`config.mk`:
```
export PLATFORM = sky130hd
export DESIGN_NAME = btcp_mul
export DESIGN_NICKNAME = d
export VERILOG_FILES = /design/src/hdl/btcp_pkg.sv /design/src/hdl/btcp_mul.sv
export SDC_FILE = /design/constraint.sdc
export NUM_CORES = 2
export LEC_CHECK = 0
export BUFFER_PORTS_ARGS = -buffer_cell sky130_fd_sc_hd__buf_4
export CAP_MARGIN = 20
export CORE_UTILIZATION = 62
export CTS_CLUSTER_DIAMETER = 30
export CTS_CLUSTER_SIZE = 40
export DETAILED_ROUTE_END_ITERATION = 6
export PLACE_DENSITY = 0.89
export SYNTH_ARGS = -nofsm -noshare
export SYNTH_HDL_FRONTEND = slang
export SYNTH_SLANG_ARGS = --single-unit
```
`constraint.sdc`:
```
create_clock -name i_clk -period 26.3 [get_ports i_clk]
set_clock_uncertainty 0.2 [all_clocks]
set_input_delay 3.945 -clock i_clk [delete_from_list [all_inputs] [get_ports i_clk]]
set_output_delay 3.945 -clock i_clk [all_outputs]
set_load 0.01 [all_outputs]
```
`src/hdl/btcp_pkg.sv`:
```
// ----------------------------------------------------------------------------
// btcp_pkg
// Word types, register indexes and fixed-point helpers for the box/triangle
// collision push-out block.
// ----------------------------------------------------------------------------
`timescale 1ns / 1ps

package btcp_pkg;

    typedef struct packed {
        logic               cmd;
        logic signed [31:0] ax;
        logic signed [31:0] ay;
        logic signed [31:0] az;
        logic signed [31:0] bx;
        logic signed [31:0] by_coord;
        logic signed [31:0] bz;
        logic signed [31:0] cx;
        logic signed [31:0] cy;
        logic signed [31:0] cz;
    } t_in_word;

    typedef struct packed {
        logic               hit;
        logic signed [31:0] pos_x;
        logic signed [31:0] pos_y;
        logic signed [31:0] pos_z;
        logic               on_ground;
    } t_out_word;

    localparam int CFG_IDX_W = 2;
    localparam logic [CFG_IDX_W-1:0] CFG_LAST_X = 2'd0;
    localparam logic [CFG_IDX_W-1:0] CFG_LAST_Y = 2'd1;
    localparam logic [CFG_IDX_W-1:0] CFG_LAST_Z = 2'd2;

    localparam logic CMD_LOAD = 1'b0;
    localparam logic CMD_TRI  = 1'b1;

    // shared multiplier operand widths
    localparam int MUL_A_W = 33;
    localparam int MUL_B_W = 35;
    localparam int MUL_P_W = MUL_A_W + MUL_B_W;

    localparam logic signed [33:0] HALF_Q16      = 34'sd32768;
    localparam logic signed [33:0] ONE_Q16       = 34'sd65536;
    localparam logic signed [33:0] BOX_BELOW_Q16 = 34'sd1310720;
    localparam logic signed [34:0] CENTRE_DROP   = 35'sd622592;
    localparam logic signed [31:0] GROUND_NY_Q30 = 32'sd697932186;

    // divide by 2^16 rounding toward zero
    function automatic logic signed [17:0] trunc_q16(input logic signed [33:0] v);
        logic signed [33:0] t;
        t = (v < 0) ? v + 34'sd65535 : v;
        return t[33:16];
    endfunction

    // divide by 2^30 rounding toward zero
    function automatic logic signed [37:0] trunc_q30(input logic signed [MUL_P_W-1:0] p);
        logic signed [MUL_P_W-1:0] t;
        t = (p < 0) ? p + 68'sd1073741823 : p;
        return t[MUL_P_W-1:30];
    endfunction

endpackage

```
`src/hdl/btcp_mul.sv`:
```
// ----------------------------------------------------------------------------
// btcp_mul
// Shared signed multiplier with a registered product.
// ----------------------------------------------------------------------------
`timescale 1ns / 1ps

module btcp_mul (
    input  logic                                  i_clk,
    input  logic signed [btcp_pkg::MUL_A_W-1:0]   i_a,
    input  logic signed [btcp_pkg::MUL_B_W-1:0]   i_b,
    output logic signed [btcp_pkg::MUL_P_W-1:0]   o_p
);
    import btcp_pkg::*;

    logic signed [MUL_P_W-1:0] r_p;

    always_ff @(posedge i_clk) begin
        r_p <= MUL_P_W'(i_a) * MUL_P_W'(i_b);
    end

    assign o_p = r_p;

endmodule

```
After elaboration in Yosys (flattened, before gate mapping)
Cells that the tools add are included.

word-level totals
  input bits = 69
  bits in latches = 0
  memories kept = 0
  ROM bits = 0
  bits in writable memories = 0
  output and inout port bits = 68
  bits in registers = 68
  logic and storage cells = 2

cells by class
  eq/ne operators = 0
  bitwise logic cells = 0
  mux-type cells = 0
  order comparisons = 0
  shift-type cells = 0
  add/subtract/negate cells = 0
  div/mod/pow operators = 0
  reduce and logical (&&, ||, !) cells = 0
  multiply operators = 1

operator list
  operator                      number
  multiplier 33 x 35 -> 68 bit  1

Depth between registers and ports, before layout
  depth after elaboration = 1
  gate-level depth with buffers = 29

Worst setup path before layout
No wires, ideal clock.

  kind = input to register
  start = input i_b[34] in the netlist's numbering
  end = register r_p[66] (netlist: o_p[66])
  path buffers = 2
  data arrival time = 11.368 ns
  path slack = 14.605 ns
  cell stages on the path = 26
  cell sequence = clkbuf_1 -> nand2_1 -> inv_1 -> fa_1 -> fa_1 -> fa_1 -> inv_1 -> fa_1 -> inv_1 -> fa_1 -> fa_1 -> inv_1 -> fa_1 -> fa_1 -> inv_1 -> ha_1 -> clkbuf_1 -> a21o_1 -> a21o_1 -> a21oi_1 -> o21bai_1 -> a21o_1 -> a21o_1 -> a2111oi_2 -> nor3_1 -> xor2_1

between the ends
  cells in the longest elaborated chain, start to end = 1

RTL lines
  element                       line            RTL
  start: declaration            btcp_mul.sv:10  input logic signed [btcp_pkg::MUL_B_W-1:0] i_b,
  multiplier 33 x 35 -> 68 bit  btcp_mul.sv:18  r_p <= MUL_P_W'(i_a) * MUL_P_W'(i_b);
  end signal: assignment        btcp_mul.sv:18
  end: declaration              btcp_mul.sv:15  logic signed [MUL_P_W-1:0] r_p;

No other way between the ends.

Worst setup path after layout
Ends and elaborated chain as after synthesis.

==> results.md <==
- Port buffering added 136 buffers.
- For this block, the routed nets add up to 116000 um of wire.
- The worst pin sits at a relative slew slack of 42.1%.
- The area of the core region is 67400 sq um.
- The most area-hungry cell type in the Yosys netlist is sky130_fd_sc_hd__fa_1.
- Measured along the x axis, the die boundary spans 264 um.
- The top cell types in the final layout, fill and taps aside, are 1207 x sky130_fd_sc_hd__fa_1, 1138 x sky130_fd_sc_hd__inv_1, 589 x sky130_fd_sc_hd__and2_1, 581 x sky130_fd_sc_hd__nand2_1, 221 x sky130_fd_sc_hd__ha_1.
- The number of synthesized flops with an enable pin is 0.
- For this run, the detailed router's first-pass iteration total came to 7.
- The first routing iteration left 2813 violations.
- Cells with a size suffix above 1 make up 4.15% of the layout.
- The total instance count after detailed placement is 5262.
- After detailed routing, the average wire length per cell comes to 22.0 um.
- The max-slew violation total from the final report is 0.
- Once the clock tree was built, the resizer swapped 0 gates to a different size.
- The path class of the tightest hold or removal check is in2reg.
- The number of buffers inserted for hold repair after clock tree synthesis is 0.
- The H-tree was split into 3 levels.
- The cell with the largest stage delay on the worst path is sky130_fd_sc_hd__fa_1.
- Setup total negative slack on the finished layout was measured at 0 ns.
- After detailed routing, the number of remaining DRC violations is 1.
- Sequential elements use 3.21% of the synthesized area.
- In the synthesized netlist the async set-or-reset flop fraction comes to 0%.
- Compared with the post-synthesis result, the final layout area differs by 3.37%.
- The kind of capture point of the worst setup path is a flop.
- Once layout is complete, the utilization of the core stands at 65.0%.
- The starting density of the core is 62.9%.
- The number of nets produced by synthesis is 5991.
- The share of synthesized area in the top cell type comes to 57.0%.
- The clock transition at the register clock pins on the worst setup and hold paths after CTS is 0.06 ns.
- The total via count after detailed routing is 31200.
- The time the worst path needs with I/O delays and setup is 12.23 ns.
- The remaining number of nets flagged by the antenna check after routing is 0.
- The max-cap violation count is 0.
- The global-route wire length before repair is 187000 um.
- The largest single stage delay on the critical path is 1.05 ns.
- The register with the most flip-flops in the layout has 68 of them.
- The required arrival time at the worst endpoint is 26.33 ns.
- The setup slack after layout is 14.07 ns.
- The filler cells instantiated in the layout total 4895.
- Data on the critical path arrives at its endpoint at 12.26 ns.
- The Yosys step of the flow raised 0 warnings.
- In this run the core area contains 95 standard-cell rows.
- After global routing the overflow that remains totals 0.
- For this run, the number of standard cells in the final layout without fillers is 5280.
- After detailed routing, the number of vias per cell comes to 5.90.
- Setup violations remaining at the end of the flow were counted as 0.
- The register bit total from synthesis is 68.
- The hold violation total from the final report is 0.
- By instance count, the cell type seen most on the critical path is sky130_fd_sc_hd__fa_1.
- The net count reported at finish is 5897.
- The total clock buffers created by CTS is 9.
- After synthesis, the netlist uses 78 different library cells.
- The highest fanout seen on the critical path is 33.
- The most used flip-flop cell after synthesis is sky130_fd_sc_hd__dfxtp_1.
- The number of global-route vias before repair came to 35600.
- The gate count of the mapped netlist is 4494.
- Derived from the worst setup path, the maximum achievable clock frequency is 81.8 MHz.
- The worst hold path cell count is 2.
- The clock tree root buffer cell is sky130_fd_sc_hd__clkbuf_16.
- The setup slack after placement is 13.78 ns.
- CTS saw 68 sinks.
- Global routing used 35.5% of the available tracks across all layers.
- The half-perimeter wire length after detailed placement is 89000 um.
- The transition time of the tightest slew-check pin is 0.863 ns.
- The most common cell after layout, fill and taps aside is sky130_fd_sc_hd__fa_1.
- TritonCTS built the clock tree.
- The floorplan step defined a die boundary enclosing 69400 sq um.
- The average size of a mapped cell is 9.44 sq um.
- The part of the cycle the worst path needs is 46.5%.
- The type of the setup path with the least slack is in2reg.
- Setup repair after global routing left no endpoint under its margin.
- The post-synthesis cell area is 42400 sq um.
- The die boundary height is 264 um.
- The flow ran to the end, but the final reports show violations.
- Entering global routing, the biggest net connects 36 pins.
- The number of top-level pins is 137.
- Yosys attributes the largest share of cell area to sky130_fd_sc_hd__fa_1 57%, sky130_fd_sc_hd__inv_1 10%, sky130_fd_sc_hd__and2_1 8.7%, sky130_fd_sc_hd__ha_1 6.5%, sky130_fd_sc_hd__nand2_1 5.1%.
- The type of element launching the critical path is a primary input.
- No sink is reached through more buffers than the 2 on the longest clock path.
- The setup fix buffers added after clock tree synthesis is 0.
- The number of antenna violations at the first check in global routing is 7.
- The global placement routability congestion is 0.955.
- The checks that failed: design-rule violations.
## worst max-delay path, delay by kind of cell
kind                     cells  cell delay, ns
buffers and inverters        6            1.40
AND/OR/NAND/NOR              2            0.26
adder cells (fa/ha/maj)      9            5.15
AO/OA/AOI/OAI                7            1.30
XOR/XNOR                     1            0.15
## path summary, 6_finish.rpt
check	startpoint	endpoint	slack, ns
hold / removal	i_a[0]	o_p[0]	3.90
setup / recovery	i_b[34]	o_p[66]	14.07
## final cells by class
cell class / instances / area [sq um] / share of cell area, %
Antenna cell: 2 / 5.00 / 0.0114
Clock buffer: 11 / 253 / 0.577
Clock inverter: 5 / 58.8 / 0.134
Inverter: 1138 / 4270 / 9.74
Multi-Input combinational cell: 3044 / 35700 / 81.6
Sequential cell: 68 / 1360 / 3.11
Tap cell: 873 / 1090 / 2.49
Timing Repair Buffer: 139 / 1040 / 2.38
## cell families (layout without fill, tap and decap cells)
kind of cell             count (synthesis)  count (layout)  synth area share (%)
AND/OR/NAND/NOR                       1323            1323                  15.7
AO/OA/AOI/OAI                          219             219                  3.58
flip-flops                              68              68                  3.21
multiplexers                             2               2                0.0472
buffers and inverters                 1382            1293                  12.5
other                                    0               2                     0
adder cells (fa/ha/maj)               1428            1428                  63.5
XOR/XNOR                                72              72                  1.49
## routing by layer
layer | vias to the layer above | GRT usage [%] | share of wire, %
met5 | - | 0.624 | 0.097
met4 | 10 | 27.2 | 9.3
li1 | 12600 | - | -
met1 | 15900 | 40.1 | 31
met2 | 1998 | 57.9 | 48
met3 | 727 | 8.89 | 11
## synth_stat cells, types with 3 or more instances
cell,instances
sky130_fd_sc_hd__o21bai_1,9
sky130_fd_sc_hd__a211oi_1,9
sky130_fd_sc_hd__clkbuf_1,226
sky130_fd_sc_hd__o21ai_1,5
sky130_fd_sc_hd__and2_1,589
sky130_fd_sc_hd__o21ai_0,39
sky130_fd_sc_hd__nand4_1,17
sky130_fd_sc_hd__a21oi_2,5
sky130_fd_sc_hd__a31oi_1,6
sky130_fd_sc_hd__o211ai_1,3
sky130_fd_sc_hd__nand3_1,16
sky130_fd_sc_hd__nand2b_1,10
sky130_fd_sc_hd__a21boi_1,3
sky130_fd_sc_hd__buf_2,7
sky130_fd_sc_hd__xnor2_1,49
sky130_fd_sc_hd__ha_1,221
sky130_fd_sc_hd__nand4b_1,3
sky130_fd_sc_hd__xor2_1,23
sky130_fd_sc_hd__o21a_1,7
sky130_fd_sc_hd__a21oi_1,58
sky130_fd_sc_hd__or3_1,4
sky130_fd_sc_hd__a21o_1,37
sky130_fd_sc_hd__nor2_1,65
sky130_fd_sc_hd__a2111oi_0,4
sky130_fd_sc_hd__nand2_1,581
sky130_fd_sc_hd__buf_6,3
sky130_fd_sc_hd__inv_1,1138
sky130_fd_sc_hd__dfxtp_1,68
sky130_fd_sc_hd__nor2b_1,5
sky130_fd_sc_hd__fa_1,1207
sky130_fd_sc_hd__nor3_1,16
sky130_fd_sc_hd__clkbuf_8,4
## per-stage QoR
| step | hold slack (ns) | instance area (sq um) |
|---|---|---|
| 2_1_floorplan | 3.87 | 42400 |
| 3_3_place_gp | 4.13 | 43500 |
| 3_5_place_dp | 4.13 | 43500 |
| 4_1_cts | 3.84 | 43800 |
| 5_1_grt | 3.87 | 43800 |
| 6_report | 3.90 | 43800 |
Power is not shown: default switching activity piles up to over one toggle a cycle in this logic, so the estimate is an artifact.
