==> config.mk <==
export PLATFORM = sky130hd
export DESIGN_NAME = btcp_div
export DESIGN_NICKNAME = d
export VERILOG_FILES = /design/src/hdl/btcp_div.sv
export SDC_FILE = /design/constraint.sdc
export NUM_CORES = 1
export LEC_CHECK = 0
export BUFFER_PORTS_ARGS = -buffer_cell sky130_fd_sc_hd__buf_2
export CAP_MARGIN = 40
export CORE_MARGIN = 3
export CORE_UTILIZATION = 55
export CTS_CLUSTER_SIZE = 10
export DETAILED_ROUTE_END_ITERATION = 10
export PLACE_DENSITY = 0.83
export SLEW_MARGIN = 20
export SYNTH_ARGS = -nofsm -noshare
export SYNTH_HDL_FRONTEND = slang
export SYNTH_SLANG_ARGS = --single-unit
==> constraint.sdc <==
create_clock -name i_clk -period 2.9 [get_ports i_clk]
set_input_delay 0.145 -clock i_clk [delete_from_list [all_inputs] [get_ports i_clk]]
set_output_delay 0.145 -clock i_clk [all_outputs]
set_load 0.1 [all_outputs]
==> src/hdl/btcp_div.sv <==
// ----------------------------------------------------------------------------
// btcp_div
// Restoring divider: floor(num * 2^30 / den) for num <= den, one bit a cycle.
// ----------------------------------------------------------------------------
`timescale 1ns / 1ps

module btcp_div (
    input  logic        i_clk,
    input  logic        i_rst_n,
    input  logic        i_start,
    input  logic [30:0] i_num,
    input  logic [31:0] i_den,
    output logic        o_done,
    output logic [30:0] o_quo
);
    logic        r_busy;
    logic        r_done;
    logic [4:0]  r_cnt;
    logic [32:0] r_rem;
    logic [31:0] r_den;
    logic [30:0] r_quo;
    logic        c_ge;
    logic [32:0] c_diff;

    assign c_ge   = r_rem >= {1'b0, r_den};
    assign c_diff = c_ge ? r_rem - {1'b0, r_den} : r_rem;

    always_ff @(posedge i_clk) begin
        if (!i_rst_n) begin
            r_busy <= 1'b0;
            r_done <= 1'b0;
        end else begin
            r_done <= 1'b0;
            if (i_start) begin
                r_busy <= 1'b1;
                r_cnt  <= '0;
                r_rem  <= {2'b00, i_num};
                r_den  <= i_den;
                r_quo  <= '0;
            end else if (r_busy) begin
                r_rem <= {c_diff[31:0], 1'b0};
                r_quo <= {r_quo[29:0], c_ge};
                r_cnt <= r_cnt + 5'd1;
                if (r_cnt == 5'd30) begin
                    r_busy <= 1'b0;
                    r_done <= 1'b1;
                end
            end
        end
    end

    assign o_done = r_done;
    assign o_quo  = r_quo;

endmodule

# == After elaboration in Yosys (flattened, before gate mapping) ==
# Index checks and enable logic that the tools add are counted.
# classes
addsub,2
n_lt_le_gt_ge,1
n_eq_ne,1
muxes,9
bitwise,2
reduce_logical,4
# ops
operator,n
$mux W31,2
$ge A33 B32 Y1,1
$mux W33,1
$mux W32,1
$sub A32 B32 Y32,1
$add A5 B1 Y5 const B,1
$eq A5 B5 Y1 const B,1
$mux W5,1
$mux W1,4
$reduce_and A2 Y1,2
$reduce_or A3 Y1,1
$not A1 Y1,2
$reduce_bool A2 Y1,1
# word_totals
regBits,103
input_bits,66
output_inout_bits,32
wordCells,26

# == Longest topological paths before layout ==
# Gate-level depths: netlist of the first run.
# logic_depth
ltp_word,4
mapped_depth,13
ltp_nobuf,12

# == Worst setup path before layout of the first run ==
# OpenSTA, ideal clock, no wires.
# synth_path
kind,register -> register
startpoint,register r_rem[0]
endpoint,"register r_rem[23], data pin"
setup_time_ns,0.261
arrival_time_ns,2.412
required_time_ns,2.639
path_slack_ns,0.227
stages_incl_launch_ff,13
path_buffers,0
synth_period_minus_slack_ns,2.673
path_cell_list,edfxtp_1 inv_1 ha_1 inv_1 fa_1 a21o_1 a221oi_2 o21ai_2 a21oi_2 o211ai_1 o211ai_1 xnor2_1 a221o_1
# synth_via
elab_chain_cells,4
word_cells_on_any_way,5
classes_between,add/sub: 1; order compare: 1; mux: 3
# synth_rtl
element,line,source
"start, declared",19,logic [32:0] r_rem;
"start signal, assigned",37,"r_rem <= {2'b00, i_num};"
"start signal, assigned",41,"r_rem <= {c_diff[31:0], 1'b0};"
$sub A32 B32 Y32 / $ge A33 B32 Y1 (equally long branches),"26, 25",
$mux W32 *,26,"assign c_diff = c_ge ? r_rem - {1'b0, r_den} : r_rem;"
$mux W33 *,40,end else if (r_busy) begin
$mux W31 *,34,if (i_start) begin
# Every way passes the cells marked *; elsewhere a longest branch is shown, timed or not. The select of a mux whose other input is x is not followed.
# A chain may end at the register's enable or synchronous reset.

# == Worst setup path in the final report of the first run ==
# layout_path
startpoint,register r_rem[8]
endpoint,"register r_rem[24], data pin"
# The elaborated chain is that of the path after synthesis.

==> results of run 1 <==
[placed cells by master (no fill, tap or decap), types with 3 or more instances in the layout]
cell type and count:
a221o_1 3, o21ai_0 13, ha_2 6, nand3_1 13
xnor2_1 12, xor2_1 12, a2bb2oi_1 6, o21ai_1 5
a21o_1 18, clkinv_4 3, dlygate4sd3_1 32, o211ai_1 3
mux2i_1 4, and2_1 4, clkbuf_8 9, o21a_1 5
or3_1 5, nor2b_1 33, buf_2 97, o2111ai_1 3
and3_1 8, nand2_1 49, buf_4 23, nor3_1 4
nor2_1 42, inv_1 38, a31oi_1 19, ha_1 25
ha_4 3, or2_2 3, edfxtp_1 101, o21ai_2 3
nand4_1 10, a21oi_1 31
[per-stage QoR]
step           instances  utilization, %  hold slack, ns
6_report             846            70.8         0.00927
5_1_grt              846            70.8          0.0146
4_1_cts              842            69.2         0.00202
3_5_place_dp         794            64.2           0.323
3_3_place_gp         794            64.2           0.322
2_1_floorplan        563               -           0.244
[kinds of logic (layout without fill, tap and decap cells)]
family | count (synthesis) | in the layout
buffers and inverters | 64 | 211
XOR/XNOR | 24 | 24
adder cells (fa/ha/maj) | 35 | 35
flip-flops | 103 | 103
AO/OA/AOI/OAI | 143 | 143
multiplexers | 5 | 5
AND/OR/NAND/NOR | 189 | 189
[layer usage]
metal | wire length, um | GRT usage, % | share of wire (%) | up-vias
li1 | - | - | - | 2339
met1 | 6020 | 29.2 | 44 | 2291
met2 | 6790 | 39.0 | 49 | 184
met3 | 863 | 4.08 | 6.2 | 18
met4 | 152 | 4.70 | 1.1 | 0
met5 | 0 | 0 | 0 | -
[power by group through the flow]
stage                     registers [W]  clock network (W)  logic (W)
final                           0.00185           0.000938    0.00150
after global routing            0.00186            0.00102    0.00164
after CTS                       0.00184           0.000954    0.00143
after detailed placement        0.00188                  0    0.00139
after global placement          0.00187                  0    0.00136
after floorplan                 0.00205                  0   0.000889
[worst max path at each step]
stage / from / end / slack, ns / cells after the start
final: r_rem[8] / r_rem[24] / 0.12 / 9
after global placement: r_rem[0] / r_rem[23] / 0.10 / 12
after detailed placement: r_rem[28] / r_rem[15] / 0.03 / 11
after floorplan: r_rem[0] / r_rem[23] / 0.23 / 12
after CTS: r_rem[0] / r_rem[23] / -0.04 / 12
after global routing: r_rem[5] / r_rem[29] / -0.004 / 9
[sequential cells by signal, summed over array words and instances, names as in the netlist]
| name | flops |
|---|---|
| o_quo | 31 |
| r_den | 32 |
| r_rem | 33 |
| o_done | 1 |
| r_busy | 1 |
| r_cnt | 5 |
[worst max-delay path, delay by kind of cell, from the launching register on]
family | cells | cell delay (ns)
adders and majority gates | 1 | 0.41
DFF | 1 | 0.41
AOI/OAI and AO/OA | 6 | 1.22
and+or+nand+nor | 2 | 0.61
[area by class of cell]
type,count,area share [%]
clock inverter,6,1.02
tap,136,2.28
sequential,103,41.1
multi-input combinational,396,38.0
timing repair buffer,155,13.8
inverter,40,2.01
clock buffer,10,1.71
[what timing repair did]
item,4_1_cts,5_1_grt
buffers inserted,0,4
pin swaps,0,13
hold endpoints to repair,32,0
gates resized for setup,1,27
setup endpoints to repair,8,29
hold buffers,32,0
==> results.json, run 1 <==
{
  "grt_usage_pct": 22.3,
  "hold_viol_final": 0,
  "min_period_ns": 2.78,
  "power_frac_seq_pct": 43.0,
  "postLayoutCellArea_mm2": 0.00747,
  "crit_arrival_ns": 3.02,
  "swShare_pct": 34.8,
  "power.share.combinational_pct": 35.1,
  "core_area_mm2": 0.0106,
  "end_kind": "flop",
  "grt_pass1_vias": 4897,
  "r2r_slack_ns": 0.12,
  "synthTopCellsByCount": "101 x edfxtp_1, 49 x nand2_1, 43 x nor2_1",
  "syn_area_mm2": 0.00611,
  "synthToLayoutAreaGrowth_pct": 22.3,
  "die_x_um": 111,
  "grt_antenna_before_repair": 0,
  "r2r_cells": 9,
  "synth.area.top_cells": "edfxtp_1 50%, ha_1 7.0%, nor2b_1 3.4%",
  "period_share_pct": 96.0,
  "synth_edf_count": 101,
  "required_ns": 3.13,
  "yosysWarnings": 0,
  "max_slew_margin_pct": 48.3,
  "synth_cells": 563,
  "syn_avg_cell_area_um2": 10.8,
  "wl_per_cell_um": 16.3,
  "start_kind": "flop",
  "cts_buffers": 9,
  "synth_cell_types": 75,
  "via_count": 4832,
  "grt_pass1_wl_um": 22900,
  "min_from": "i_rst_n",
  "cp_max_fo": 5,
  "synth_seq_cells": 103,
  "finalSetupViolations": 0,
  "io_buffers": 97,
  "holdPathStages": 3,
  "cts_num_sinks": 103,
  "drt-total-wl_um": 13800,
  "num_rows": 37,
  "clkPwrFrac_pct": 21.9,
  "dieArea_mm2": 0.0124,
  "synth_area_leader_cell": "edfxtp_1",
  "final_nets": 806,
  "drt-vias-per-instance": 5.71,
  "outcome": "finished clean",
  "first_pass_iters": 5,
  "slowest_delay_ns": 0.51,
  "drv_cap": 0,
  "fill_cells": 809,
  "place_ws_ns": 0.0265,
  "ff_latch_area_mm2": 0.00307,
  "synth_top_family_by_area": "compound AO/OA/AOI/OAI gates",
  "fin_skew_ns": 0.0199,
  "crit_path_top_delay_cell": "or4b_1",
  "clk_pin_slew_ns": 0.11,
  "async_flop_share_pct": 0,
  "reg2reg_from": "r_rem[8]",
  "ys.flop_type": "edfxtp_1",
  "antenna_cells": 0,
  "cts-root-buf": "clkbuf_8",
  "hold_path_class": "in2reg",
  "drt_iter0_drc": 384,
  "drv_slew": 0,
  "initial_core_util_pct": 57.9,
  "p_leak_nw": 3.10,
  "worst_slew_pin_slew_ns": 0.776,
  "synth_top_area_share_pct": 49.7,
  "synth-simple-area-share_pct": 15.7,
  "grt-ovfl-total": 0,
  "drive_gt1_share_pct": 26.1,
  "multiInputGateArea_mm2": 0.00284,
  "fin_ws_ns": 0.117,
  "hpwl_um": 9640,
  "regToRegEndpoint": "r_rem[24]",
  "cellPowerDensity_mw_per_mm2": 574,
  "p_switching_w": 0.00149,
  "io_pins": 98,
  "clock.fmax_ghz": 0.359,
  "syn-num-nets": 664,
  "clkLatencyLatePin_ns": 0.38,
  "criticalPathCategory": "reg2reg",
  "globalplace.congestion": 0.890,
  "fin_setup_tns_ns": 0,
  "yosys.area_share.xor_xnor_pct": 3.44,
  "crit_chain": "ha_1 -> o21ai_1 -> o21ai_2 -> o211ai_1 -> o2111a_2 -> o31ai_4 -> a21boi_2 -> or4b_1 -> nand4_1",
  "clock_path_buffers": 2,
  "place_area_mm2": 0.00678,
  "drc": 0,
  "synthAdderAreaFrac_pct": 7.29,
  "irDropWorstVdd_mv": 0.289,
  "synth_mux_area_share_pct": 0.840,
  "cts_tree": "done",
  "whs_endpoint": "o_done",
  "antenna_left": 0,
  "ys_seq_area_share_pct": 50.3,
  "htreeDepth": 3,
  "yosysMostFrequentCell": "edfxtp_1",
  "die_h_um": 111,
  "synth-compound-area-share_pct": 17.0,
  "p_int_w": 0.00279,
  "grt_max_degree": 45,
  "total_power_w": 0.00429
}
Power figures use the tool's default switching activity.
==> inputs of run 2 (changes only) <==
CORE_MARGIN = 2   (was 3)
==> run 2 against run 1 <==
Net effect: sequential share of layout area is essentially flat; flip-flop and latch count is the same; routed wire length grew 4.5%; clock power shrank 6.2%; clock-buffer cell count shrank 1; total power shrank 1.5%; first-iteration DRC count shrank 36%; register-to-register slack lost 0.04 ns; die area shrank 3.6%; combinational power is essentially flat; global-route usage grew 2.3 points; largest power group unchanged; highest routed layer unchanged.
==> results.json, run 2 (same netlist as run 1, synthesis figures left out) <==
{
  "reg2reg_from": "r_rem[4]",
  "hold_ws_ns": 0.0359,
  "end_kind": "flop",
  "clock_path_buffers": 2,
  "required_ns": 3.06,
  "synthToLayoutAreaGrowth_pct": 22.1,
  "grt-ovfl-total": 0,
  "finalSetupViolations": 0,
  "drt-total-wl_um": 14400,
  "clock.fmax_ghz": 0.355,
  "crit_arrival_ns": 2.98,
  "max_slew_margin_pct": 51.9,
  "crit_path_start": "r_rem[4]",
  "dieArea_mm2": 0.0120,
  "fill_cells": 829,
  "antenna_left": 0,
  "dr_wl_met3_um": 844,
  "htreeDepth": 3,
  "outcome": "finished clean",
  "final_nets": 812,
  "grt_max_degree": 64,
  "final_common_cell": "edfxtp_1",
  "core_area_mm2": 0.0108,
  "io_buffers": 97,
  "hpwl_um": 10100,
  "cts-root-buf": "clkbuf_8",
  "initial_core_util_pct": 56.3,
  "cts_num_sinks": 103,
  "drt-vias-per-instance": 5.71,
  "grt_antenna_before_repair": 0,
  "final_cell_mix": "101 x edfxtp_1, 97 x buf_2, 49 x nand2_1",
  "irDropWorstVdd_mv": 0.412,
  "die_h_um": 109,
  "final_util_pct": 68.8,
  "globalplace.congestion": 0.918,
  "fin_setup_tns_ns": 0,
  "cts_buffers": 9,
  "drv_cap": 0,
  "drive_gt1_share_pct": 26.0,
  "clkLatencyLatePin_ns": 0.40,
  "cp_max_fo": 7,
  "die_x_um": 109,
  "grt_pass1_wl_um": 22500,
  "clk_pin_slew_ns": 0.11,
  "place_area_mm2": 0.00680,
  "postLayoutCellArea_mm2": 0.00746,
  "worst_slew_pin_slew_ns": 0.722,
  "top_register": "r_rem",
  "first_pass_iters": 5,
  "grt_usage_pct": 24.6,
  "drc": 0,
  "antenna_cells": 0,
  "start_kind": "flop",
  "drv_slew": 0,
  "wl_met1_um": 5990,
  "top_layer": "met4",
  "fin_skew_ns": 0.0144,
  "via_count": 4890,
  "cellPowerDensity_mw_per_mm2": 566,
  "grt_pass1_vias": 4787,
  "hold_path_class": "in2reg",
  "io_pins": 98,
  "rsz0062_at_grt": "yes",
  "period_share_pct": 97.2,
  "drt_iter0_drc": 247,
  "wl_met2_um": 7440,
  "num_rows": 38,
  "criticalPathCategory": "reg2reg",
  "min_period_ns": 2.82,
  "min_from": "i_num[3]",
  "wl_per_cell_um": 16.9,
  "hold_viol_final": 0,
  "largest_reg_flops": 33,
  "cts_tree": "done",
  "p_leak_nw": 3.12
}
run 2: cell types whose count changed in the layout (fill, tap and decap cells not counted), moves of 2 or more:
| cell | before | now |
|---|---|---|
| ha_1 | 25 | 27 |
| buf_4 | 23 | 29 |
| clkinv_4 | 3 | 1 |
| dlygate4sd3_1 | 32 | 34 |
| inv_6 | 1 | 4 |
| ha_2 | 6 | 3 |
run 2: stage by stage:
stage	std cells	setup slack (ns)	power, W
6_report	856	0.0808	0.00422
5_1_grt	856	-0.00320	0.00444
4_1_cts	852	0.00638	0.00418
3_5_place_dp	802	-0.000591	0.00327
3_3_place_gp	802	0.127	0.00324
2_1_floorplan	563	0.227	0.00294
run 2: cell type report:
| cell class | count | area [um2] | share of cell area (%) |
|---|---|---|---|
| flip-flops and latches | 103 | 3070 | 41.2 |
| multi-input cells | 396 | 2810 | 37.7 |
| repair buffers | 161 | 1060 | 14.3 |
| well taps | 140 | 175 | 2.35 |
| inverters | 40 | 150 | 2.01 |
| clock buffers | 9 | 124 | 1.66 |
| clock inverters | 7 | 65.1 | 0.872 |
run 2: critical path, cell delays in order, from the launching register on:
cell and delay, ns:
edfxtp_1 0.44, ha_2 0.35, a21o_1 0.23, a31o_1 0.23, o21ai_2 0.18, a211oi_2 0.11
or2_4 0.28, o21ai_4 0.26, nor2_1 0.15, a221o_1 0.35
run 2: path summary, 6_finish.rpt:
kind               endpoint  slack (ns)  cells after the start
hold / removal     r_rem[3]        0.04                      3
setup / recovery  r_rem[22]        0.08                      9
hold reg to reg      o_done        0.45                      2
setup reg to reg  r_rem[22]        0.08                      9
run 2: timing repair:
item | CTS | global route
endpoints found under the setup margin | 1 | 26
gates resized for setup | 2 | 19
pin swaps | 1 | 11
setup buffers | 0 | 4
hold buffers | 34 | 0
gates cloned | 0 | 0
hold endpoints to repair | 34 | 0
run 2: per-layer routing:
metal  track usage, %  vias to the layer above
met5                0                        -
met4             4.88                        0
met3             6.16                       21
met2             45.1                      157
met1             29.2                     2352
li1                 -                     2360
run 2: where the power goes:
group	total (W)	leakage, nW	switching (W)	internal [W]
logic	0.00150	2.04	0.000909	0.000587
clock network	0.000880	0.0978	0.000548	0.000331
registers	0.00185	0.984	0.0000578	0.00179
