### src/hdl/btcp_isqrt.sv
// ----------------------------------------------------------------------------
// btcp_isqrt
// Bit-pair serial integer square root of a 64-bit value.
// ----------------------------------------------------------------------------
`timescale 1ns / 1ps

module btcp_isqrt (
    input  logic        i_clk,
    input  logic        i_rst_n,
    input  logic        i_start,
    input  logic [63:0] i_x,
    output logic        o_done,
    output logic [31:0] o_root
);
    logic        r_busy;
    logic        r_done;
    logic [4:0]  r_cnt;
    logic [63:0] r_x;
    logic [63:0] r_res;
    logic [63:0] r_bit;
    logic [64:0] c_t;

    assign c_t = {1'b0, r_res} + {1'b0, r_bit};

    always_ff @(posedge i_clk) begin
        if (!i_rst_n) begin
            r_busy <= 1'b0;
            r_done <= 1'b0;
        end else begin
            r_done <= 1'b0;
            if (i_start) begin
                r_busy <= 1'b1;
                r_cnt  <= '0;
                r_x    <= i_x;
                r_res  <= '0;
                r_bit  <= 64'h4000_0000_0000_0000;
            end else if (r_busy) begin
                if ({1'b0, r_x} >= c_t) begin
                    r_x   <= r_x - c_t[63:0];
                    r_res <= (r_res >> 1) + r_bit;
                end else begin
                    r_res <= r_res >> 1;
                end
                r_bit <= r_bit >> 2;
                r_cnt <= r_cnt + 5'd1;
                if (r_cnt == 5'd31) begin
                    r_busy <= 1'b0;
                    r_done <= 1'b1;
                end
            end
        end
    end

    assign o_done = r_done;
    assign o_root = r_res[31:0];

endmodule

### config.mk
export PLATFORM = sky130hd
export DESIGN_NAME = btcp_isqrt
export DESIGN_NICKNAME = d
export VERILOG_FILES = /design/src/hdl/btcp_isqrt.sv
export SDC_FILE = /design/constraint.sdc
export NUM_CORES = 1
export LEC_CHECK = 0
export ABC_CLOCK_PERIOD_IN_PS = 14100
export BUFFER_PORTS_ARGS = -buffer_cell sky130_fd_sc_hd__buf_4
export CORE_MARGIN = 2
export CORE_UTILIZATION = 24
export CTS_BUF_LIST = sky130_fd_sc_hd__clkbuf_8 sky130_fd_sc_hd__clkbuf_16
export CTS_CLUSTER_DIAMETER = 80
export DETAILED_ROUTE_END_ITERATION = 10
export MAX_ROUTING_LAYER = met4
export PLACE_DENSITY = 0.35
export SLEW_MARGIN = 40
export SYNTH_ARGS = -nofsm -noshare
export SYNTH_HDL_FRONTEND = slang
export SYNTH_SLANG_ARGS = --single-unit
### constraint.sdc
create_clock -name i_clk -period 14.1 [get_ports i_clk]
set_input_delay 0.705 -clock i_clk [delete_from_list [all_inputs] [get_ports i_clk]]
set_output_delay 0.705 -clock i_clk [all_outputs]
set_load 0.02 [all_outputs]
# After elaboration in Yosys (flattened, before gate mapping)

Cells that the tools add are included.

Input bits: 67
Register bits: 167
Output and inout bits: 33
Logic and storage cells: 30

Reductions and logical operators: 5
Equality and inequality tests: 1
Order comparisons: 1
Bitwise logic cells: 2
Add/subtract/negate cells: 4
Mux-type cells: 11

Operators with widths:

| kind                  | count |
|---|---|
| $mux W64              | 5 |
| $add A64 B63 Y65      | 1 |
| $ge A64 B65 Y1        | 1 |
| $add A63 B63 Y64      | 1 |
| $sub A64 B64 Y64      | 1 |
| $mux W63              | 1 |
| $add A5 B1 Y5 const B | 1 |
| $eq A5 B5 Y1 const B  | 1 |
| $mux W5               | 1 |
| $mux W1               | 4 |
| $reduce_bool A2 Y1    | 2 |
| $reduce_and A3 Y1     | 1 |
| $reduce_or A3 Y1      | 1 |
| $not A1 Y1            | 2 |
| $reduce_and A2 Y1     | 1 |

# Depth between registers and ports, before layout

Gate-level depths: netlist of the first run.

Depth in word-level cells: 5
Gate-level depth with buffers: 27
Gate-level depth less buffers: 23

# Least setup slack after synthesis of the first run

Ideal clock, no wire load.

Path kind: register to register
Start point: register r_res[0]
End point: register r_x[0] (enable)
Cell stages (with the launch flop): 24
Clock period less this slack: 10.236 ns
Path slack: 3.864 ns
Buffers on the path: 2
Data required time: 13.517 ns
Arrival time: 9.652 ns
Setup time: 0.583 ns
Cells stage by stage: edfxtp_1 -> ha_1 -> ha_1 -> a211oi_2 -> o31ai_1 -> a2111oi_2 -> nor3_1 -> o21ai_0 -> nand2_1 -> a31oi_1 -> o221ai_1 -> a41o_1 -> xnor2_1 -> ha_1 -> clkbuf_1 -> a221o_1 -> nor2_1 -> o21ai_1 -> o21ai_1 -> o311a_1 -> o31ai_1 -> buf_2 -> nand2_1 -> a21boi_0

Cells in the longest elaborated chain, start to end: 4

Ends and longest elaborated chain:

| element                      | line | RTL |
|---|---|---|
| start, declared              | 19   | `logic [63:0] r_res;` |
| start signal, assigned       | 40   | `r_res <= (r_res >> 1) + r_bit;` |
| start signal, assigned       | 42   | `r_res <= r_res >> 1;` |
| $add A64 B63 Y65             | 23   | `assign c_t = {1'b0, r_res} + {1'b0, r_bit};` |
| $ge A64 B65 Y1               | 38   | `if ({1'b0, r_x} >= c_t) begin` |
| $reduce_bool A2 Y1 (no line) | -    |  |
| $reduce_and A3 Y1 (no line)  | -    |  |
| end signal, assigned         | 34   | `r_x <= i_x;` |
| end signal, assigned         | 39   | `r_x <= r_x - c_t[63:0];` |
| end, declared                | 18   | `logic [63:0] r_x;` |

No other way between the ends.
A chain may end at the register's enable or synchronous reset.

# Worst setup path in the final report of the first run

Start point: register r_res[2]
End point: register r_x[57] (enable)

The elaborated chain is that of the path after synthesis.

==> results of run 1 <==
cells by family after synthesis:
logic type | Yosys count | share of synthesized area
buffers and inverters | 151 | 0.0484
xor gates and xnor gates | 146 | 0.0829
and+or+nand+nor | 551 | 0.179
muxes | 5 | 0.00365
adders and majority gates | 133 | 0.108
DFF | 167 | 0.324
AOI/OAI and AO/OA | 620 | 0.254
layer usage:
metal	up-vias	wire [um]	global-route usage	share of wire
li1	6737	-	-	-
met1	6628	26300	0.228	0.48
met2	275	25100	0.262	0.46
met3	40	1900	0.0268	0.035
met5	-	0	-	0
met4	0	928	0.0440	0.017
cell usage after synthesis, drive strengths merged, types with 6 or more instances:
cell type / n / share of area
nand4: 34 / 0.014
and4: 11 / 0.0062
inv: 43 / 0.010
a31o: 14 / 0.0080
a21oi: 155 / 0.051
a21boi: 7 / 0.0034
nand3: 44 / 0.015
or2: 6 / 0.0024
nand2b: 11 / 0.0045
edfxtp: 165 / 0.32
buf: 57 / 0.025
o21bai: 22 / 0.011
or3: 23 / 0.0093
o21a: 23 / 0.011
a211oi: 34 / 0.018
a21o: 35 / 0.017
nor2: 81 / 0.020
o31ai: 23 / 0.011
clkbuf: 50 / 0.012
xnor2: 72 / 0.041
nand2: 189 / 0.046
or4: 8 / 0.0039
ha: 132 / 0.11
a31oi: 64 / 0.026
nor4: 10 / 0.0041
xor2: 74 / 0.042
and3: 29 / 0.012
nor2b: 57 / 0.023
o211ai: 10 / 0.0049
nor3: 23 / 0.0078
o31a: 6 / 0.0034
and2: 15 / 0.0061
o21ai: 173 / 0.057
worst max-delay path, delay by kind of cell (launching register included):
kind	cells	cell delay, ps
compound gates	13	3450
xor+xnor	1	150
fa+ha+maj	2	820
buf+inv	3	1110
flops	1	470
simple gates	3	1510
stage by stage:
stage	hold WS (ps)	setup slack, ps
6_report	452	5990
5_1_grt	443	5590
4_1_cts	412	6040
3_5_place_dp	486	6090
3_3_place_gp	482	5980
2_1_floorplan	454	3860
path summary, 6_finish.rpt:
kind            start       to  slack, ps
max          r_res[2]  r_x[57]       5990
min           i_rst_n   o_done        450
max reg2reg  r_res[2]  r_x[57]       5990
min reg2reg    r_busy   o_done        490
area by class of cell:
type	count	area share
Antenna cell	1	0.000143
Tap cell	846	0.0606
Timing Repair Buffer	117	0.0525
Inverter	44	0.00946
Sequential cell	167	0.286
Clock inverter	13	0.00753
Multi-Input combinational cell	1455	0.558
Clock buffer	19	0.0259
flip-flops by register name (all words and copies together) (netlist names):
signal,cells
r_res,64
r_x,64
r_bit,32
r_cnt,5
o_done,1
r_busy,1
power breakdown:
| part | switching [mW] | internal (mW) |
|---|---|---|
| clock network | 0.236 | 0.268 |
| registers | 0.0587 | 0.629 |
| logic | 0.673 | 0.415 |
==> impl_metrics.csv, run 1 <==
group,metric,value,unit
sta,setup_viol,0,
sta,fmax,123,MHz
placed_design,io_buffers,99,
grt,grt_usage,0.169,
floorplanning,die-width,257,um
layout,final_cell_mix,"nand2_1 (189), edfxtp_1 (165), o21ai_0 (164), a21oi_1 (154), ha_1 (132)",
logic_synthesis,synthArstFlopShare,0,
sta,min_period,8110,ps
grt,grt_pass1_wl,83100,um
layout,instances_no_fill,2662,
placed_design,dpl_cell_area,16900,sq um
worst_setup_path,crit_chain,"ha_1 > a31o_2 > a31oi_1 > o31ai_1 > buf_4 > a311o_1 > a21oi_1 > o21ai_1 > a211o_1 > a21oi_1 > o31ai_1 > xnor2_1 > ha_1 > nand3_1 > nor4_1 > a31o_2 > a21oi_1 > o31ai_4 > buf_4 > nand2_1 > a21boi_4 > buf_6",
floorplanning,dieArea,66300,sq um
worst_setup_path,critical_path_class,"flip-flop to flip-flop",
power_and_ir_drop,ir_drop,0.0793,mV
job,max_cap_violations,0,
logic_synthesis,syn_nets,1973,
worst_setup_path,cp.arrival,8240,ps
logic_synthesis,yosysSeqAreaShare,0.324,
worst_setup_path,path_common_cell,"a21oi_1",
layout,drive_gt1_frac,0.109,
status,status,"completed",
layout,syn_to_final_growth,13.2,%
worst_setup_path,worst-path-max-fanout,64,
placed_design,gp_congestion,0.877,
grt,overflow,0,
layout,fin_util,0.276,
worst_setup_path,cp.required,14230,ps
clock_network,cts_resized,0,
clock_network,cts_tree,"built",
layout,fill_cells,6908,
power_and_ir_drop,p_leak,6.43,nW
placed_design,dp_hpwl,40800,um
logic_synthesis,ys.warnings.count,0,
clock_network,cts_sinks,167,
worst_setup_path,rr_worst_depth,22,
logic_synthesis,synth_edf_count,165,
floorplanning,start_util,0.244,
clock_network,clockBufferDepth,2,
clock_network,cts_htree_levels,4,
layout,regArea,4990,sq um
routing,vias,13700,
sta,skew,14.1,ps
clock_network,postCtsSetupRepairBufs,0,
routing,drc,0,
logic_synthesis,synth_ff_type,"edfxtp_1",
clock_network,cts-root-buf,"clkbuf_16",
floorplanning,io_pins,100,
worst_setup_path,cp-start-kind,"flip-flop",
clock_network,holdBufCountCts,0,
sta,hold_viol,0,
min_path,hold_class,"primary input to flip-flop",
logic_synthesis,ys_types,81,
routing,wl,54200,um
sta,slew_headroom,0.370,
sta,rsz0062_at_grt,"false",
logic_synthesis,syn_area,15400,sq um
worst_setup_path,slowest_delay,840,ps
clock_network,clk_latency,510,ps
floorplanning,die-height,257,um
sta,drv_slew,0,
layout,fin_nets,2002,
worst_setup_path,cp_slowest_cell,"nor4_1",
floorplanning,core,63300,sq um
min_path,hold_depth,2,
grt,grt_max_degree,98,
sta,fin_crit_sh,0.575,
logic_synthesis,synth_seq_cells,167,
clock_network,cts_buffers,17,
layout,design_area,17500,sq um
routing,postRouteAntennaNets,0,
worst_setup_path,end_kind,"flip-flop",
routing,drt_iter0_markers,847,
layout,layout_commonest_cell,"nand2_1",
layout,multi_input_area,9730,sq um
power_and_ir_drop,power_density,131,nW/um^2
floorplanning,rows,92,
placed_design,place_inst,2629,
logic_synthesis,avgSynthCellArea,8.70,sq um
routing,drtPass1Iterations,5,
grt,antenna_found_initial,0,
clock_network,clkTransAtPathRegs,70,ps
logic_synthesis,synth_cells,1773,
power_and_ir_drop,total_power,2.28,mW
sta,worst_pin_slew,936,ps
routing,via_per_inst,5.14,
grt,grt_pass1_vias,13500,
routing,detail_route.wl_per_cell,20.4,um
sta,setup_tns,0,ps
Note: power is estimated with default switching activity, not from simulation.
==> inputs of run 2 (changes only) <==
--- a/config.mk
+++ b/config.mk
@@ -5,7 +5,8 @@
 export SDC_FILE = /design/constraint.sdc
 export NUM_CORES = 1
 export LEC_CHECK = 0
-export ABC_CLOCK_PERIOD_IN_PS = 14100
+export ABC_AREA = 1
+export ABC_CLOCK_PERIOD_IN_PS = 6900
 export BUFFER_PORTS_ARGS = -buffer_cell sky130_fd_sc_hd__buf_4
 export CORE_MARGIN = 2
 export CORE_UTILIZATION = 24
@@ -13,7 +14,7 @@
 export CTS_CLUSTER_DIAMETER = 80
 export DETAILED_ROUTE_END_ITERATION = 10
 export MAX_ROUTING_LAYER = met4
-export PLACE_DENSITY = 0.35
+export PLACE_DENSITY = 0.36
 export SLEW_MARGIN = 40
 export SYNTH_ARGS = -nofsm -noshare
 export SYNTH_HDL_FRONTEND = slang
==> constraint.sdc (replaced) <==
create_clock -name i_clk -period 6.9 [get_ports i_clk]
set_input_delay 0.345 -clock i_clk [delete_from_list [all_inputs] [get_ports i_clk]]
set_output_delay 0.345 -clock i_clk [all_outputs]
set_load 0.02 [all_outputs]
==> impl_metrics.csv, run 2 <==
group,metric,value,unit
placed_design,io_buffers,99,
routing,drt_iter0_markers,1470,
routing,vias,20000,
layout,fin_nets,3200,
clock_network,clkTransAtPathRegs,80,ps
logic_synthesis,yosysSeqAreaShare,0.265,
worst_setup_path,worst-path-max-fanout,43,
sta,fmax,169,MHz
logic_synthesis,synth_ff_type,"edfxtp_1",
logic_synthesis,synthTopCellsByArea,"edfxtp_1 (26%), nand2_1 (16%), ha_1 (8.8%)",
layout,design_area,21300,sq um
floorplanning,core,77600,sq um
worst_setup_path,critical_path_class,"flip-flop to flip-flop",
worst_setup_path,cp.required,7090,ps
sta,fin_crit_sh,0.860,
routing,wl,88300,um
logic_synthesis,ys.warnings.count,0,
grt,grt_pass1_vias,20300,
placed_design,dp_hpwl,73700,um
layout,reg_top3,"r_res x64, r_x x64, r_bit x32",
clock_network,clk_latency,510,ps
status,status,"completed",
logic_synthesis,synth_cells,2940,
routing,via_per_inst,4.92,
floorplanning,io_pins,100,
worst_setup_path,cp.arrival,6120,ps
logic_synthesis,synth_edf_count,165,
power_and_ir_drop,p_leak,8.88,nW
layout,drive_gt1_frac,0.0707,
sta,slew_headroom,0.474,
clock_network,holdBufCountCts,0,
layout,syn_to_final_growth,12.8,%
clock_network,cts_buffers,17,
layout,final_cell_mix,"nand2_1 (782), inv_1 (390), nor2_1 (382), nand3_1 (224), o21ai_0 (205)",
grt,overflow,0,
sta,worst_pin_slew,781,ps
power_and_ir_drop,total_power,5.38,mW
floorplanning,die-width,284,um
clock_network,cts-root-buf,"clkbuf_16",
routing,drc,0,
logic_synthesis,synth_common_cells,"nand2_1 (782), inv_1 (392), nor2_1 (382)",
grt,antenna_found_initial,0,
job,max_cap_violations,0,
clock_network,clockBufferDepth,2,
routing,postRouteAntennaNets,0,
min_path,hold_class,"primary input to flip-flop",
worst_setup_path,rr_worst_depth,26,
sta,min_period,5930,ps
worst_setup_path,end_kind,"flip-flop",
layout,n_antenna_cell,0,
floorplanning,dieArea,80800,sq um
sta,setup_tns,0,ps
sta,setup_viol,0,
logic_synthesis,yosysTopAreaCell,"edfxtp_1",
placed_design,dp_slack,1070,ps
placed_design,dpl_cell_area,20600,sq um
sta,rsz0062_at_grt,"false",
floorplanning,start_util,0.243,
placed_design,gp_congestion,0.936,
clock_network,cts_resized,0,
clock_network,cts_tree,"built",
floorplanning,die-height,284,um
clock_network,postCtsSetupRepairBufs,0,
sta,skew,19.2,ps
power_and_ir_drop,ir_drop,0.209,mV
sta,hold_viol,0,
logic_synthesis,ys_types,49,
floorplanning,rows,102,
logic_synthesis,synth_most_common_cell,"nand2_1",
clock_network,cts_sinks,167,
logic_synthesis,syn_nets,3140,
grt,grt_pass1_wl,129000,um
grt,grt_max_degree,104,
routing,drtPass1Iterations,7,
sta,whs,111,ps
logic_synthesis,avgSynthCellArea,6.41,sq um
sta,setup_ws,968,ps
routing,detail_route.wl_per_cell,21.8,um
clock_network,cts_htree_levels,4,
worst_setup_path,rrSetupSlack,970,ps
logic_synthesis,synth_seq_cells,167,
worst_setup_path,cp-start-kind,"flip-flop",
logic_synthesis,synthArstFlopShare,0,
sta,drv_slew,0,
logic_synthesis,syn_area,18800,sq um
logic_synthesis,netlist.area_leader.share,0.263,
power_and_ir_drop,power_density,253,nW/um^2
layout,layout_commonest_cell,"nand2_1",
min_path,hold_depth,3,
grt,grt_usage,0.222,
==> run 2: kinds of logic after synthesis <==
family	Yosys count	share of synthesized area
simple gates	1520	0.335
flops	167	0.265
fa+ha+maj	133	0.0887
xor+xnor	117	0.0544
compound gates	524	0.152
buf+inv	479	0.105
==> run 2: path summary, 6_finish.rpt <==
kind / start / end
min reg2reg: r_busy / o_done
min: i_x[47] / r_x[47]
max reg2reg: r_res[6] / r_x[9]
max: r_res[6] / r_x[9]
==> run 2: layout make-up <==
type | instances | area, sq um
multi-input combinational | 2294 | 11900
sequential | 167 | 4990
tap | 1040 | 1300
timing repair buffer | 122 | 961
clock inverter | 15 | 188
fill | 8873 | 56300
clock buffer | 17 | 425
inverter | 398 | 1500
==> run 2: routing by layer <==
layer  track usage  routed length [um]  vias to the layer above
met5             -                   0                        -
met4        0.0911                3580                        0
met3        0.0202                2890                      142
met2         0.363               41300                      478
met1         0.282               40600                     9520
li1              -                   -                     9817
==> run 2: power breakdown <==
part / leakage [nW] / switching [mW] / internal, mW
clock network: 0.295 / 0.530 / 0.549
logic: 6.98 / 1.96 / 0.884
registers: 1.61 / 0.164 / 1.30
total: 8.88 / 2.65 / 2.73
==> run 2: metrics by stage <==
step / instances / util
global placement: 4021 / 0.266
global route: 4053 / 0.274
floorplan: 2940 / -
detailed placement: 4021 / 0.266
CTS: 4053 / 0.274
finish: 4053 / 0.274
==> run 2: critical path, stage by stage (launching register included) <==
cell      delay, ps
edfxtp_1        540
ha_1            430
nand2_1         100
o21ai_0          80
inv_1            60
nand2_1          70
nand2_1          60
nand3_1         180
a21oi_1         440
o21bai_1        210
nand2_1          90
nand2_1         170
xnor2_1         500
ha_1            290
nand2_1         100
nor2_1          320
nand2_1         250
nor2_1          180
nand3_1         100
o21ai_1         160
nand3_1         100
nand2_1         130
nor2_4           50
nand2_2         110
o21ai_1          80
inv_2           440
buf_12          340
